**config.mk**
```make
export PLATFORM = sky130hd
export DESIGN_NAME = cmqe_front
export DESIGN_NICKNAME = d
export VERILOG_FILES = /design/src/sv/channel_message_queue_engine_assert.svh /design/src/sv/cmqe_pkg.sv /design/src/sv/cmqe_front.sv
export SDC_FILE = /design/constraint.sdc
export NUM_CORES = 1
export LEC_CHECK = 0
export ABC_AREA = 1
export BUFFER_PORTS_ARGS = -buffer_cell sky130_fd_sc_hd__buf_2
export CORE_ASPECT_RATIO = 0.5
export CORE_MARGIN = 8
export CORE_UTILIZATION = 37
export DETAILED_ROUTE_END_ITERATION = 6
export GPL_TIMING_DRIVEN = 0
export HOLD_SLACK_MARGIN = 0.12
export SETUP_SLACK_MARGIN = 0.4
export SLEW_MARGIN = 20
export SYNTH_ARGS = -nofsm -noshare
export SYNTH_HDL_FRONTEND = slang
export SYNTH_SLANG_ARGS = --single-unit
```
**constraint.sdc**
```tcl
create_clock -name clk_i -period 5.8 [get_ports clk_i]
set_input_delay 1.16 -clock clk_i [delete_from_list [all_inputs] [get_ports clk_i]]
set_output_delay 1.16 -clock clk_i [all_outputs]
set_load 0.005 [all_outputs]
```
**src/sv/channel_message_queue_engine_assert.svh**
```systemverilog
// assertion macros for the channel message queue engine
`ifndef CHANNEL_MESSAGE_QUEUE_ENGINE_ASSERT_SVH
`define CHANNEL_MESSAGE_QUEUE_ENGINE_ASSERT_SVH
`ifndef NO_ASSERTIONS
`define CMQE_ASSERT(lbl, clk, rst_n, prop) \
  lbl: assert property (@(posedge clk) disable iff (!rst_n) prop) \
    else $error("assertion failed");
`define CMQE_NEVER(lbl, clk, rst_n, expr) \
  lbl: assert property (@(posedge clk) disable iff (!rst_n) !(expr)) \
    else $error("forbidden condition seen");
`else
`define CMQE_ASSERT(lbl, clk, rst_n, prop)
`define CMQE_NEVER(lbl, clk, rst_n, expr)
`endif
`endif

```
**src/sv/cmqe_pkg.sv**
```systemverilog
// shared types and codes for the channel message queue engine
`timescale 1ns / 1ps
package cmqe_pkg;

  typedef enum logic [1:0] {
    OP_CREATE  = 2'd0,
    OP_DESTROY = 2'd1,
    OP_SEND    = 2'd2,
    OP_RECV    = 2'd3
  } op_e;

  typedef enum logic [2:0] {
    ST_OK      = 3'd0,
    ST_NO_CHAN = 3'd1,
    ST_NO_SPACE = 3'd2,
    ST_BAD_LEN = 3'd3,
    ST_EMPTY   = 3'd4
  } status_e;

  typedef struct packed {
    op_e         op;
    logic [31:0] channel;
    logic [63:0] data_word;
    logic        last;
    logic [8:0]  length;
  } cmd_t;

endpackage

```
**src/sv/cmqe_front.sv**
```systemverilog
// front end: accepts transactions, decodes them and queues them for the back end
`timescale 1ns / 1ps
module cmqe_front (
  input  logic          clk_i,
  input  logic          rst_ni,
  input  logic          in_valid_i,
  output logic          in_ready_o,
  input  logic [1:0]    op_i,
  input  logic [31:0]   channel_i,
  input  logic [63:0]   data_word_i,
  input  logic          last_i,
  input  logic [8:0]    length_i,
  output logic          cmd_valid_o,
  input  logic          cmd_ready_i,
  output cmqe_pkg::cmd_t cmd_o
);
  import cmqe_pkg::*;

  cmd_t       fifo_q [2];
  logic       wr_ptr_q, rd_ptr_q;
  logic [1:0] cnt_q;
  logic       push, pop;
  cmd_t       cmd_in;

  assign in_ready_o  = (cnt_q != 2'd2);
  assign cmd_valid_o = (cnt_q != 2'd0);
  assign push        = in_valid_i && in_ready_o;
  assign pop         = cmd_valid_o && cmd_ready_i;
  assign cmd_o       = fifo_q[rd_ptr_q];

  always_comb begin
    cmd_in.op        = op_e'(op_i);
    cmd_in.channel   = channel_i;
    cmd_in.data_word = data_word_i;
    cmd_in.last      = last_i;
    cmd_in.length    = length_i;
  end

  always_ff @(posedge clk_i) begin
    if (push) begin
      fifo_q[wr_ptr_q] <= cmd_in;
    end
  end

  always_ff @(posedge clk_i or negedge rst_ni) begin
    if (!rst_ni) begin
      wr_ptr_q <= 1'b0;
      rd_ptr_q <= 1'b0;
      cnt_q    <= 2'd0;
    end else begin
      if (push) wr_ptr_q <= ~wr_ptr_q;
      if (pop) rd_ptr_q <= ~rd_ptr_q;
      unique case ({push, pop})
        2'b10:   cnt_q <= cnt_q + 2'd1;
        2'b01:   cnt_q <= cnt_q - 2'd1;
        default: cnt_q <= cnt_q;
      endcase
    end
  end

endmodule

```
==> key figures <==
Status
  – Status: finished clean

Finish
  – Commonest non-fill, non-tap cells in the layout: 334 x nand2_1, 231 x buf_2, 216 x edfxtp_1, 21 x clkbuf_16, 13 x clkbuf_1
  – Share of cells above drive strength 1: 31.9%
  – Final Cell Area: 0.0104 mm^2
  – Non-filler cells in the finished layout: 1159
  – Nets: between 900 and 1000
  – Synth-to-Final Area Change: 29.0%
  – Commonest non-fill, non-tap cell in the layout: nand2_1

STA
  – Post-layout min period: 3020 ps
  – Skew final: about 7 ps
  – Period utilisation layout: between 50% and 60%
  – Relative slew slack: 63.1%
  – Peak Freq: 332 MHz
  – Final hold slack: 467 ps
  – Final hold vios: 0
  – Unrepaired setup endpoints after global routing: no
  – Setup Viol. Count Final: 0
  – Final Max Slew Viols: 0
  – Least-Margin Pin Slew: between 500 and 600 ps

Global route
  – First-pass GRT wire length: 28.9 mm
  – Vias in the first global route: 5126
  – Congestion Overflow GR: 0
  – Largest net degree at the start of global routing: 26
  – Initial antenna violation count: 3
  – GRT Overall Usage: 13.7%

Floorplan
  – IO Pins: 222
  – Die W: roughly 220 um
  – Die H: ~120 um
  – Row cnt: 38
  – Core Region: 0.0215 mm^2
  – Die footprint: approximately 0.027 mm^2
  – Initial core utilization: 37.4%

CTS
  – H-tree levels: 1
  – Root Buffer: clkbuf_16
  – Clk Latency, worst-skew pair: roughly 500 ps
  – # Post-CTS Setup Buffers: 0
  – CTS tree: built
  – Inserted Clock Buffers: 21
  – Post-CTS Resized: 0
  – Reg clk slew, reported paths: 60 ps
  – CTS Hold Buffers Added: 0
  – # clock sinks: 220
  – Clock buffer depth: 3

Job
  – Max Cap Viol: 0

Critical path
  – Setup CP Type: flop to primary output
  – Maximum fanout along the worst path: 10
  – CP Data Required Time: 4640 ps
  – Setup crit start kind: flop
  – Worst Path Arrival: 1860 ps
  – Kind of end point of the critical path: primary output

Drt
  – Vias per cell: 4.36
  – Drt total wl: approximately 19 mm
  – DR pass1 iterations: 5
  – DRC: 0
  – Initial drt markers: approximately 240
  – Wirelength per Cell: 16.5 um
  – DR vias: 5051
  – Post-route ant nets: 0

Yosys
  – Cell Area, Synth: 0.00804 mm^2
  – Cells after synthesis: around 590
  – Yosys top cell by area: edfxtp_1
  – Ys Warns: 0
  – Syn Nets: 706
  – Syn avg cell area: 13.6 um^2
  – Ranking of synthesized cells by area: edfxtp_1 81%, nand2_1 16%, dfrtp_1 1.2%
  – Post-synth top area share: 80.7%
  – Seq cells post-synth: 220
  – Post-synthesis sequential area ratio: 81.9%
  – Synth unique cells: 15

Placement
  – Dpl cell area: 0.00978 mm^2
  – DP HPWL: approximately 14 mm
  – GPL Wtd Cong: roughly 0.74
  – Count of buffers from port buffering: around 220
  – Inst Count DP: 1124

Pwr
  – Pwr dens: 493 mW/mm^2
  – Leak: 0.00445 uW
  – VDD IR-drop max: between 0.0002 and 0.00025 V
  – Final Power: between 5000 and 6000 uW

Hold path
  – Hold WC Path Type: primary input to async pin
==> state kept, by name, indices dropped and copies added (netlist names) <==
signal	flops
cnt_q	2
fifo_q	216
wr_ptr_q	1
rd_ptr_q	1
==> where the power goes <==
group          leakage (uW)  internal (uW)  switching (uW)
clock network      0.000286            662             559
registers           0.00206           2160            80.9
logic               0.00211            635            1010
total               0.00445           3460            1650
==> cells by family (layout without fill, tap and decap cells) <==
family / Yosys count / after routing / share of synthesized area (%)
other: 0 / 1 / 0
AND/OR/NAND/NOR: 340 / 340 / 15.9
buffers and inverters: 30 / 295 / 1.84
XOR/XNOR: 1 / 1 / 0.109
adder cells (fa/ha/maj): 1 / 1 / 0.156
AO/OA/AOI/OAI: 1 / 1 / 0.0622
flip-flops: 220 / 220 / 81.9
==> final cells by class <==
class	count	area, um^2
Timing Repair Buffer	231	1350
Buffer	23	121
Antenna cell	1	2.50
Tap cell	300	375
Inverter	7	26.3
Clock buffer	25	541
Sequential cell	220	6590
Clock inverter	9	46.3
Fill cell	1926	11100
Multi-Input combinational cell	343	1320
==> Yosys cell counts <==
cell	number
edfxtp_1	216
dfrtp_1	4
buf_4	2
ha_1	1
a21oi_1	1
inv_1	6
nand3_1	2
nor2_1	3
nand4_1	1
clkbuf_1	9
xnor2_1	1
inv_2	1
nand2_1	334
buf_6	2
buf_2	10
==> worst max-delay path: stages (launching register included) <==
cell,delay (ps)
dfrtp_1,380
inv_2,230
clkbuf_1,450
nand2_1,100
nand2_1,80
buf_2,130
==> metal layers <==
metal / global-route usage [%] / up-vias / share of wire [%]
li1: - / 2517 / -
met1: 15.1 / 2405 / 38
met2: 26.1 / 90 / 56
met3: 3.41 / 35 / 4.0
met4: 4.15 / 4 / 2.4
met5: 0 / - / 0.14
==> through the flow <==
stage               setup TNS, ps  util (%)  setup WS (ps)
floorplan                       0         -           1270
global placement          -117020      44.3           -572
detailed placement              0      45.5           2760
CTS                             0      48.3           2690
global route                    0      48.3           2590
finish                          0      48.3           2780
==> worst paths after layout <==
path / start / endpoint / slack, ps / depth (start not counted)
min in group clk_i: cnt_q[1] / cnt_q[1] / 510 / 2
hold reg to reg: cnt_q[1] / cnt_q[1] / 510 / 2
setup reg to reg: cnt_q[0] / fifo_q[0][73] / 3500 / 8
setup / recovery: rd_ptr_q / cmd_o[33] / 2780 / 5
max in group asynchronous: rst_ni / cnt_q[0] / 5210 / 1
hold / removal: rst_ni / rd_ptr_q / 470 / 1
(Power assumes the default switching activity.)
